==> src/hdl/sfop_pkg.sv <==
// ----------------------------------------------------------------------------
// sfop_pkg
// Shared types, constants and the character coder of the odd-parity framer.
// ----------------------------------------------------------------------------
`default_nettype none

package sfop_pkg;

  localparam int FRAME_CHARS = 4;
  localparam int CNT_W       = $clog2(FRAME_CHARS + 1);
  localparam int IDX_W       = (FRAME_CHARS > 1) ? $clog2(FRAME_CHARS) : 1;
  localparam int POS_W       = $clog2(FRAME_CHARS + 3);
  localparam int QUEUE_DEPTH = 2;
  localparam int QPTR_W      = (QUEUE_DEPTH > 1) ? $clog2(QUEUE_DEPTH) : 1;
  localparam int QCNT_W      = $clog2(QUEUE_DEPTH + 1);

  localparam logic [7:0] SYNC_BYTE = 8'h16;

  localparam logic FUNC_CHAR  = 1'b0;
  localparam logic FUNC_FLUSH = 1'b1;

  typedef struct packed {
    logic [CNT_W-1:0]            cnt;
    logic [FRAME_CHARS-1:0][7:0] data;
  } frame_t;

  typedef struct packed {
    logic full;
    logic empty;
  } qstat_t;

  // seven data bits shifted up, odd parity in bit 0
  function automatic logic [7:0] code_char(input logic [7:0] c);
    return {c[6:0], ~^c[6:0]};
  endfunction

endpackage

`default_nettype wire

==> src/hdl/sync_framer_odd_parity.sv <==
// ----------------------------------------------------------------------------
// sync_framer_odd_parity
// Groups odd-parity coded characters into sync frames of up to four.
// ----------------------------------------------------------------------------
//   channel  handshake            payload
//   in       in_valid / in_stall  func, char_in
//   out      out_valid/out_stall  frame_byte, last_of_frame
//
// an item can be taken every cycle unless the input stalls; a frame leaves at
// one byte a cycle while out_stall is low, as two sync bytes, a count byte and
// its characters, so the output port sets the pace.
// the input stalls only when an item would close a frame and both queue
// slots are taken. reset is synchronous and drops pending characters,
// queued frames and the output register.
// ----------------------------------------------------------------------------
`default_nettype none

module sync_framer_odd_parity (
  input  wire logic       clk,
  input  wire logic       rst,
  input  wire logic       in_valid,
  output logic            in_stall,
  input  wire logic       func,
  input  wire logic [7:0] char_in,
  output logic            out_valid,
  input  wire logic       out_stall,
  output logic [7:0]      frame_byte,
  output logic            last_of_frame
);

  sfop_pkg::frame_t push_frame;
  sfop_pkg::frame_t head;
  sfop_pkg::qstat_t q_stat;
  logic             push;
  logic             pop;

  sfop_front u_front (
    .clk        (clk),
    .rst        (rst),
    .in_valid   (in_valid),
    .in_stall   (in_stall),
    .func       (func),
    .char_in    (char_in),
    .q_stat     (q_stat),
    .push       (push),
    .push_frame (push_frame)
  );

  sfop_queue u_queue (
    .clk        (clk),
    .rst        (rst),
    .push       (push),
    .push_frame (push_frame),
    .pop        (pop),
    .head       (head),
    .q_stat     (q_stat)
  );

  sfop_back u_back (
    .clk           (clk),
    .rst           (rst),
    .head          (head),
    .q_stat        (q_stat),
    .pop           (pop),
    .out_valid     (out_valid),
    .out_stall     (out_stall),
    .frame_byte    (frame_byte),
    .last_of_frame (last_of_frame)
  );

`ifndef SYNTH
  a_no_push_when_full: assert property (@(posedge clk) disable iff (rst)
    !(push && q_stat.full && !pop))
    else $error("frame pushed into full queue");

  a_no_pop_when_empty: assert property (@(posedge clk) disable iff (rst)
    !(pop && q_stat.empty))
    else $error("frame popped from empty queue");

  a_sync_after_last: assert property (@(posedge clk) disable iff (rst)
    (out_valid && !out_stall && last_of_frame) |=>
      (!out_valid || frame_byte == sfop_pkg::SYNC_BYTE))
    else $error("frame does not open with sync byte");
`endif

endmodule

`default_nettype wire

==> src/hdl/sfop_front.sv <==
// ----------------------------------------------------------------------------
// sfop_front
// Accepts items, codes characters and collects them; hands complete or
// flushed frames to the frame queue.
// ----------------------------------------------------------------------------
`default_nettype none

module sfop_front (
  input  wire logic              clk,
  input  wire logic              rst,
  input  wire logic              in_valid,
  output logic                   in_stall,
  input  wire logic              func,
  input  wire logic [7:0]        char_in,
  input  wire sfop_pkg::qstat_t  q_stat,
  output logic                   push,
  output sfop_pkg::frame_t       push_frame
);

  logic [sfop_pkg::CNT_W-1:0] count;
  logic [7:0]                 pending [sfop_pkg::FRAME_CHARS];
  logic [7:0]                 coded;
  logic                       is_char;
  logic                       completes;
  logic                       makes_frame;
  logic                       accept;

  always_comb begin
    coded       = sfop_pkg::code_char(char_in);
    is_char     = (func == sfop_pkg::FUNC_CHAR);
    completes   = (count == sfop_pkg::CNT_W'(sfop_pkg::FRAME_CHARS - 1));
    makes_frame = is_char ? completes : (count != '0);
    in_stall    = q_stat.full && makes_frame;
    accept      = in_valid && !in_stall;
    push        = accept && makes_frame;

    push_frame.cnt = is_char ? sfop_pkg::CNT_W'(sfop_pkg::FRAME_CHARS) : count;
    for (int i = 0; i < sfop_pkg::FRAME_CHARS; i++) begin
      // the completing character goes straight into the frame
      push_frame.data[i] = (is_char && (sfop_pkg::CNT_W'(i) == count)) ? coded : pending[i];
    end
  end

  always_ff @(posedge clk) begin
    if (rst) begin
      count <= '0;
    end else if (accept) begin
      if (!is_char || completes) begin
        count <= '0;
      end else begin
        count <= count + sfop_pkg::CNT_W'(1);
      end
    end
  end

  always_ff @(posedge clk) begin
    if (accept && is_char) begin
      pending[count[sfop_pkg::IDX_W-1:0]] <= coded;
    end
  end

endmodule

`default_nettype wire

==> src/hdl/sfop_queue.sv <==
// ----------------------------------------------------------------------------
// sfop_queue
// Short queue of whole frames between the front and the byte sender.
// ----------------------------------------------------------------------------
`default_nettype none

module sfop_queue (
  input  wire logic              clk,
  input  wire logic              rst,
  input  wire logic              push,
  input  wire sfop_pkg::frame_t  push_frame,
  input  wire logic              pop,
  output sfop_pkg::frame_t       head,
  output sfop_pkg::qstat_t       q_stat
);

  sfop_pkg::frame_t            slots [sfop_pkg::QUEUE_DEPTH];
  logic [sfop_pkg::QPTR_W-1:0] wr_ptr;
  logic [sfop_pkg::QPTR_W-1:0] rd_ptr;
  logic [sfop_pkg::QCNT_W-1:0] fill;

  function automatic logic [sfop_pkg::QPTR_W-1:0] bump(input logic [sfop_pkg::QPTR_W-1:0] p);
    return (p == sfop_pkg::QPTR_W'(sfop_pkg::QUEUE_DEPTH - 1)) ? '0 : p + sfop_pkg::QPTR_W'(1);
  endfunction

  always_comb begin
    head         = slots[rd_ptr];
    q_stat.full  = (fill == sfop_pkg::QCNT_W'(sfop_pkg::QUEUE_DEPTH));
    q_stat.empty = (fill == '0);
  end

  always_ff @(posedge clk) begin
    if (rst) begin
      wr_ptr <= '0;
      rd_ptr <= '0;
      fill   <= '0;
    end else begin
      if (push) begin
        wr_ptr <= bump(wr_ptr);
      end
      if (pop) begin
        rd_ptr <= bump(rd_ptr);
      end
      if (push && !pop) begin
        fill <= fill + sfop_pkg::QCNT_W'(1);
      end else if (pop && !push) begin
        fill <= fill - sfop_pkg::QCNT_W'(1);
      end
    end
  end

  always_ff @(posedge clk) begin
    if (push) begin
      slots[wr_ptr] <= push_frame;
    end
  end

endmodule

`default_nettype wire

==> src/hdl/sfop_back.sv <==
// ----------------------------------------------------------------------------
// sfop_back
// Sends the frame at the queue head one byte a cycle while out_stall is low:
// two sync bytes, the count, then the data bytes, with the last byte marked.
// ----------------------------------------------------------------------------
`default_nettype none

module sfop_back (
  input  wire logic              clk,
  input  wire logic              rst,
  input  wire sfop_pkg::frame_t  head,
  input  wire sfop_pkg::qstat_t  q_stat,
  output logic                   pop,
  output logic                   out_valid,
  input  wire logic              out_stall,
  output logic [7:0]             frame_byte,
  output logic                   last_of_frame
);

  logic [sfop_pkg::POS_W-1:0] pos;
  logic [sfop_pkg::POS_W-1:0] data_pos;
  logic                       load;
  logic                       is_last;
  logic [7:0]                 byte_next;

  always_comb begin
    load     = !q_stat.empty && (!out_valid || !out_stall);
    data_pos = pos - sfop_pkg::POS_W'(3);
    is_last  = (pos == sfop_pkg::POS_W'(head.cnt) + sfop_pkg::POS_W'(2));
    pop      = load && is_last;
    if (pos < sfop_pkg::POS_W'(2)) begin
      byte_next = sfop_pkg::SYNC_BYTE;
    end else if (pos == sfop_pkg::POS_W'(2)) begin
      byte_next = 8'(head.cnt);
    end else begin
      byte_next = head.data[data_pos[sfop_pkg::IDX_W-1:0]];
    end
  end

  always_ff @(posedge clk) begin
    if (rst) begin
      pos       <= '0;
      out_valid <= 1'b0;
    end else begin
      if (load) begin
        out_valid <= 1'b1;
        pos       <= is_last ? '0 : pos + sfop_pkg::POS_W'(1);
      end else if (!out_stall) begin
        out_valid <= 1'b0;
      end
    end
  end

  always_ff @(posedge clk) begin
    if (load) begin
      frame_byte    <= byte_next;
      last_of_frame <= is_last;
    end
  end

endmodule

`default_nettype wire

==> config.mk <==
export PLATFORM = sky130hd
export DESIGN_NAME = sync_framer_odd_parity
export DESIGN_NICKNAME = d
export VERILOG_FILES = /design/src/hdl/sfop_pkg.sv /design/src/hdl/sync_framer_odd_parity.sv /design/src/hdl/sfop_front.sv /design/src/hdl/sfop_queue.sv /design/src/hdl/sfop_back.sv
export SDC_FILE = /design/constraint.sdc
export NUM_CORES = 1
export LEC_CHECK = 0
export CAP_MARGIN = 10
export CORE_ASPECT_RATIO = 1.25
export CORE_MARGIN = 3
export CORE_UTILIZATION = 63
export DETAILED_ROUTE_END_ITERATION = 6
export DONT_BUFFER_PORTS = 1
export PLACE_DENSITY_LB_ADDON = 0.15
export REMOVE_ABC_BUFFERS = 1
export SYNTH_ARGS = -nofsm -noshare
export SYNTH_HDL_FRONTEND = slang
export SYNTH_SLANG_ARGS = --single-unit
==> constraint.sdc <==
create_clock -name clk -period 5.7 [get_ports clk]
set_clock_uncertainty 0.1 [all_clocks]
set_input_delay 0.285 -clock clk [delete_from_list [all_inputs] [get_ports clk]]
set_output_delay 0.285 -clock clk [all_outputs]
set_load 0.02 [all_outputs]
# Word level (Yosys, flattened, before mapping)
# Memory sizes are Yosys's and may differ from the RTL's. A register that Yosys moved wholly into a read port is not among the register bits.
# Cells that the tools add are included.
# word_totals
ram_bits,102
inputBits,13
word_cells,79
memories,2
output_inout_bits,11
reg_bits,20
# classes
magnitude_cmp,2
bitwise,1
n_addsub,8
n_eq_ne,8
n_mux,23
n_reduce_logical,26
# mem_list
name,depth,width,rd,rd_clocked_by_memory_dff,write_ports,line,text
u_queue.slots,2,35,1,1,1,sfop_queue.sv:17,sfop_pkg::frame_t slots [sfop_pkg::QUEUE_DEPTH];
u_front.pending,4,8,4,0,1,sfop_front.sv:21,logic [7:0] pending [sfop_pkg::FRAME_CHARS];
# ops
op,count
8-bit two-way mux,5
8-bit binary-select mux with 2-bit select,1
1-bit logical AND,12
1-bit two-way mux,11
3-bit two-way mux,3
7-bit XNOR reduction,1
3-bit by 1-bit adder with 3-bit output (second input constant),2
2-bit by 3-bit == test with 1-bit output (first input constant),2
3-bit by 2-bit == test with 1-bit output (second input constant),2
1-bit logical NOT,6
5-bit two-way mux,1
2-bit two-way mux,2
3-bit by 2-bit adder with 3-bit output (second input constant),1
1-bit by 3-bit == test with 1-bit output (first input constant),1
3-bit == test,1
3-bit logical NOT,1
2-bit by 3-bit < comparator with 1-bit output (second input constant),1
3-bit by 2-bit < comparator with 1-bit output (second input constant),1
3-bit nonzero test,1
1-bit adder (second input constant),2
2-bit by 1-bit adder with 2-bit output (second input constant),1
2-bit == test (second input constant),1
2-bit logical NOT,1
1-bit logical OR,2
6 further kinds,6

# Depth between registers and ports, before layout
# depth
word_depth,10
mapped_depth,9
mapped_depth_nobuf,9

# By module
# Synthesis repeated with hierarchy kept, for this count alone.
# unflattened
cells_unflattened,311
area_unflattened_um2,5313.8
# modules_own_cells
module,area_each_um2,cells_per_inst,seq_area_each_um2,n_inst
sfop_queue,2731.4,131,2202.1,1
sfop_front,1742.9,116,1021.0,1
sfop_back,839.6,64,350.3,1

# Worst setup path after synthesis
# Ideal clock, no wire load.
# synth_timing
path_kind,flip-flop to flip-flop
from,register u_front.count[0] (netlist bit)
to,"memory u_queue.slots[0][0] (netlist bit), enable pin"
path_stages_with_launch,6
n_path_buf,0
path_slack_ps,1564
arrival_ps,3565
period_less_slack_ps,4136
setup_time_ps,471
required_time_ps,5129
path_cell_list,dfxtp_1 inv_1 ha_1 and3b_1 or2_2 nor3_1
# synth_between
elab_chain_len,8
word_cells_on_any_way,9
cone_classes,eq/ne (1); mux (3); reduce/logical (5)
# synth_lines
item,line,text
"start, declared",sfop_front.sv:20,logic [sfop_pkg::CNT_W-1:0] count;
"start signal, assigned",sfop_front.sv:51,count <= count + sfop_pkg::CNT_W'(1);
3-bit by 2-bit == test with 1-bit output / 3-bit nonzero test (equally long branches),"sfop_front.sv:31, sfop_front.sv:32",
1-bit two-way mux (*),sfop_front.sv:32,makes_frame = is_char ? completes : (count != '0);
1-bit logical AND,sfop_front.sv:33,in_stall = q_stat.full && makes_frame;
1-bit logical NOT,sfop_front.sv:34,accept = in_valid && !in_stall;
1-bit logical AND,sfop_front.sv:34,
1-bit logical AND (*),sfop_front.sv:35,push = accept && makes_frame;
1-bit two-way mux (*),sfop_queue.sv:53,if (push) begin
1-bit two-way mux (not written as such) (*),sfop_queue.sv:54,slots[wr_ptr] <= push_frame;
"end, declared",sfop_queue.sv:17,
# Every way passes the cells marked *; elsewhere a longest branch is shown, timed or not.

# Worst setup path after layout
# layout_timing
from,register u_front.count[1] (netlist bit)
to,register u_queue.fill[1] (netlist bit)
# layout_between
elab_chain_len,9
word_cells_on_any_way,12
cone_classes,eq/ne (1); mux (2); reduce/logical (9)
# layout_lines
item,line,text
3-bit by 2-bit == test with 1-bit output / 3-bit nonzero test (equally long branches),"sfop_front.sv:31, sfop_front.sv:32",
1-bit two-way mux (*),sfop_front.sv:32,
1-bit logical AND,sfop_front.sv:33,
1-bit logical NOT,sfop_front.sv:34,
1-bit logical AND,sfop_front.sv:34,
1-bit logical AND (*),sfop_front.sv:35,
via push,sync_framer_odd_parity.sv:34,logic push;
1-bit logical NOT,sfop_queue.sv:46,end else if (pop && !push) begin
1-bit logical AND,sfop_queue.sv:46,
2-bit nonzero test (no line),-,
"end signal, assigned",sfop_queue.sv:45,fill <= fill + sfop_pkg::QCNT_W'(1);
"end signal, assigned",sfop_queue.sv:47,fill <= fill - sfop_pkg::QCNT_W'(1);
"end, declared",sfop_queue.sv:20,logic [sfop_pkg::QCNT_W-1:0] fill;
# Mark *: on every way through the listed nets, which the timed path passes. The rest lies on a longest branch.
# A chain may end at the register's enable or synchronous reset.

==> results.py <==
metrics = {
    "run_status": {
        "status": "finished, final reports clean",
    },
    "critical_path": {
        "cp_max_fo": 6,
        "endpoint_kind": "register",
        "critPathBufInv": 0,
        "path_class": "register to register",
        "slowest_delay_ns": 0.89,
        "cp_common_cell": "ha_1",
        "cp.required_ns": 6.04,
        "crit_family": "compound AO/OA/AOI/OAI gates",
        "path_cells": "ha_1 -> ha_1 -> nor2_1 -> o41ai_1 -> nor2_1 -> ha_1 -> or3_1 -> a21oi_1",
        "crit_path_start_kind": "register",
        "worst_path_max_delay_cell": "o41ai_1",
        "critical_path_arrival_ns": 3.35,
    },
    "clock_tree": {
        "h-tree-depth": 4,
        "clk_pin_slew_ns": 0.06,
        "cts_buffer_depth": 2,
        "cts_made_buffers": 17,
        "clkLatencyLatePin_ns": 0.51,
        "cts_tree": "done",
        "cts_root_buffer": "clkbuf_8",
        "clock_sinks": 123,
    },
    "finish": {
        "final_net_count": 345,
        "final_cell_mix": "edfxtp_1 (111), mux2_2 (28), nor2_1 (22)",
        "design_area_mm2": 0.00590,
        "final_util_pct": 74.9,
        "area_growth_pct": 14.5,
        "mostFrequentLayoutCell": "edfxtp_1",
        "diodes": 0,
        "fillers": 458,
        "layout-drive-gt1-share_pct": 21.7,
    },
    "yosys": {
        "ys_seq_area_share_pct": 69.3,
        "yosysWarnings": 0,
        "synthesis.area_mm2": 0.00515,
        "synth_edf_count": 111,
        "synthCells": 303,
        "yosysTopAreaCell": "edfxtp_1",
        "avgSynthCellArea_um2": 17.0,
        "netlist.area_leader.share_pct": 64.7,
        "yosys_register_bits": 123,
        "synthTopCellsByArea": "edfxtp_1 (65%), mux2_2 (6.1%), dfxtp_1 (4.7%)",
        "yosys_most_used_dff": "edfxtp_1",
        "yosysUniqueCellTypes": 36,
        "async_flop_share_pct": 0,
    },
    "min_path": {
        "hold_class": "primary input to register",
    },
    "timing": {
        "worst_slew_pin_slew_ns": 1.09,
        "setup_tns_ns": 0,
        "rsz0062_at_grt": "no",
        "setup_viol": 0,
        "slew_violations": 0,
        "hold_ws_ns": 0.0322,
        "clock.fmax_mhz": 333,
        "relSlewSlack_pct": 27.5,
        "finalHoldViolations": 0,
        "fin_crit_sh_pct": 52.7,
        "finalCriticalPeriod_ns": 3.00,
    },
    "grt": {
        "grt.total_usage_pct": 21.5,
        "grt_start_max_net_pins": 36,
        "overflow": 0,
        "grt_first_pass_wirelength_um": 14500,
        "antenna_found_initial": 0,
        "grt_pass1_vias": 2792,
    },
    "flow_run": {
        "max_cap_violations": 0,
    },
    "power": {
        "switchingPower_uw": 508,
        "p_sw_share_pct": 22.8,
        "pwr-share-clk_pct": 44.4,
        "power_mw": 2.22,
        "worst_ir_drop_vdd_uv": 292,
        "power.internal_mw": 1.71,
        "leakagePower_nw": 1.99,
        "p_per_area_mw_per_mm2": 377,
        "combPwrFrac_pct": 7.9,
        "p_seq_share_pct": 47.7,
    },
    "floorplanning": {
        "pin_count": 24,
        "rows": 36,
        "dieHeight_um": 107,
        "die_area_mm2": 0.00931,
        "start_util_pct": 65.4,
        "die_w_um": 86.9,
        "core_region_area_mm2": 0.00788,
    },
    "routing": {
        "ant_nets": 0,
        "drc": 0,
        "vias_per_cell": 5.97,
        "finalWirelength_um": 9040,
        "wire_per_inst_um": 20.9,
        "drtIter0Drc": 169,
        "vias": 2577,
        "first_pass_iters": 5,
    },
    "place": {
        "dpl-instance-area_mm2": 0.00524,
        "port_buffers": 0,
        "dp_hpwl_um": 5180,
        "gp_congestion": 0.819,
    },
}
==> power by group through the flow <==
stage / clock, mW / sequential [mW] / combinational (mW)
2_1_floorplan: 0 / 1.07 / 0.123
3_3_place_gp: 0 / 1.08 / 0.159
3_5_place_dp: 0 / 1.08 / 0.164
4_1_cts: 1.00 / 1.06 / 0.177
5_1_grt: 1.03 / 1.06 / 0.193
6_report: 0.988 / 1.06 / 0.175
==> layout make-up <==
| type | count | area [um2] | share of cell area, % |
|---|---|---|---|
| Clock buffer | 19 | 422 | 7.14 |
| Clock inverter | 13 | 128 | 2.16 |
| Tap cell | 95 | 119 | 2.01 |
| Sequential cell | 123 | 3570 | 60.5 |
| Inverter | 9 | 33.8 | 0.572 |
| Timing Repair Buffer | 14 | 133 | 2.25 |
| Multi-Input combinational cell | 159 | 1490 | 25.3 |
==> worst register-to-register path, delay by kind of cell, from the launching register on <==
family,cells,cell delay [ns]
flip-flops,1,0.40
AND/OR/NAND/NOR,3,0.64
adder cells (fa/ha/maj),3,0.77
AO/OA/AOI/OAI,2,1.03
==> cells in the mapped netlist, types with 3 or more instances <==
cell type and n:
mux4_2 9, a21oi_1 11, mux2_2 28, nor2_1 22, mux2i_1 11, dfxtp_1 12, xnor2_1 9, clkbuf_1 8
and2_1 10, xor2_1 6, o21ai_0 5, nor3_1 3, ha_1 8, mux4_1 7, nand2_1 9, nand2b_1 3
inv_1 9, edfxtp_1 111
==> final timing paths <==
check,slack (ns),end,from,cells after the start
worst min register to register,0.42,u_front.count[0],u_front.count[0],2
worst min-delay path,0.03,u_front.count[0],in_valid,3
worst max register to register,2.70,u_queue.fill[1],u_front.count[1],8
worst max-delay path,2.70,u_queue.fill[1],u_front.count[1],8
==> flip-flops by register name, summed over array words and instances (netlist names), named ones only <==
| signal | cells |
|---|---|
| u_back.frame_byte | 8 |
| u_back.last_of_frame | 1 |
| u_back.out_valid | 1 |
| u_back.pos | 3 |
| u_front.count | 3 |
| u_front.pending | 32 |
| u_queue.fill | 2 |
| u_queue.rd_ptr | 1 |
| u_queue.slots | 70 |
| u_queue.wr_ptr | 1 |
==> per-layer routing <==
metal / GRT usage [%] / up-vias / wire, um
met1: 25.9 / 1289 / 3620
met5: 0 / - / 0
met4: 7.68 / 0 / 101
met2: 35.9 / 72 / 4690
met3: 6.99 / 10 / 626
li1: - / 1206 / -
==> stage by stage <==
step                instances  setup WS (ns)
floorplan                 291           1.56
global placement          389           2.79
detailed placement        389           2.75
CTS                       432           2.72
global route              432           2.43
finish                    432           2.70
==> cells by family (layout without fill, tap and decap cells) <==
family | after synthesis | after routing | synth area share (%)
AO/OA/AOI/OAI | 24 | 24 | 3.11
XOR/XNOR | 15 | 15 | 2.55
adder cells (fa/ha/maj) | 8 | 8 | 1.94
buffers and inverters | 21 | 55 | 1.77
flip-flops | 123 | 123 | 69.3
multiplexers | 56 | 56 | 16.0
AND/OR/NAND/NOR | 56 | 56 | 5.24
==> repair_timing <==
| item | 4_1_cts | 5_1_grt |
|---|---|---|
| hold buffers | 11 | 0 |
| resized for setup | 0 | 0 |
| setup buffers | 0 | 0 |
| hold endpoints to repair | 102 | 0 |
Note: power is estimated with default switching activity, not from simulation.
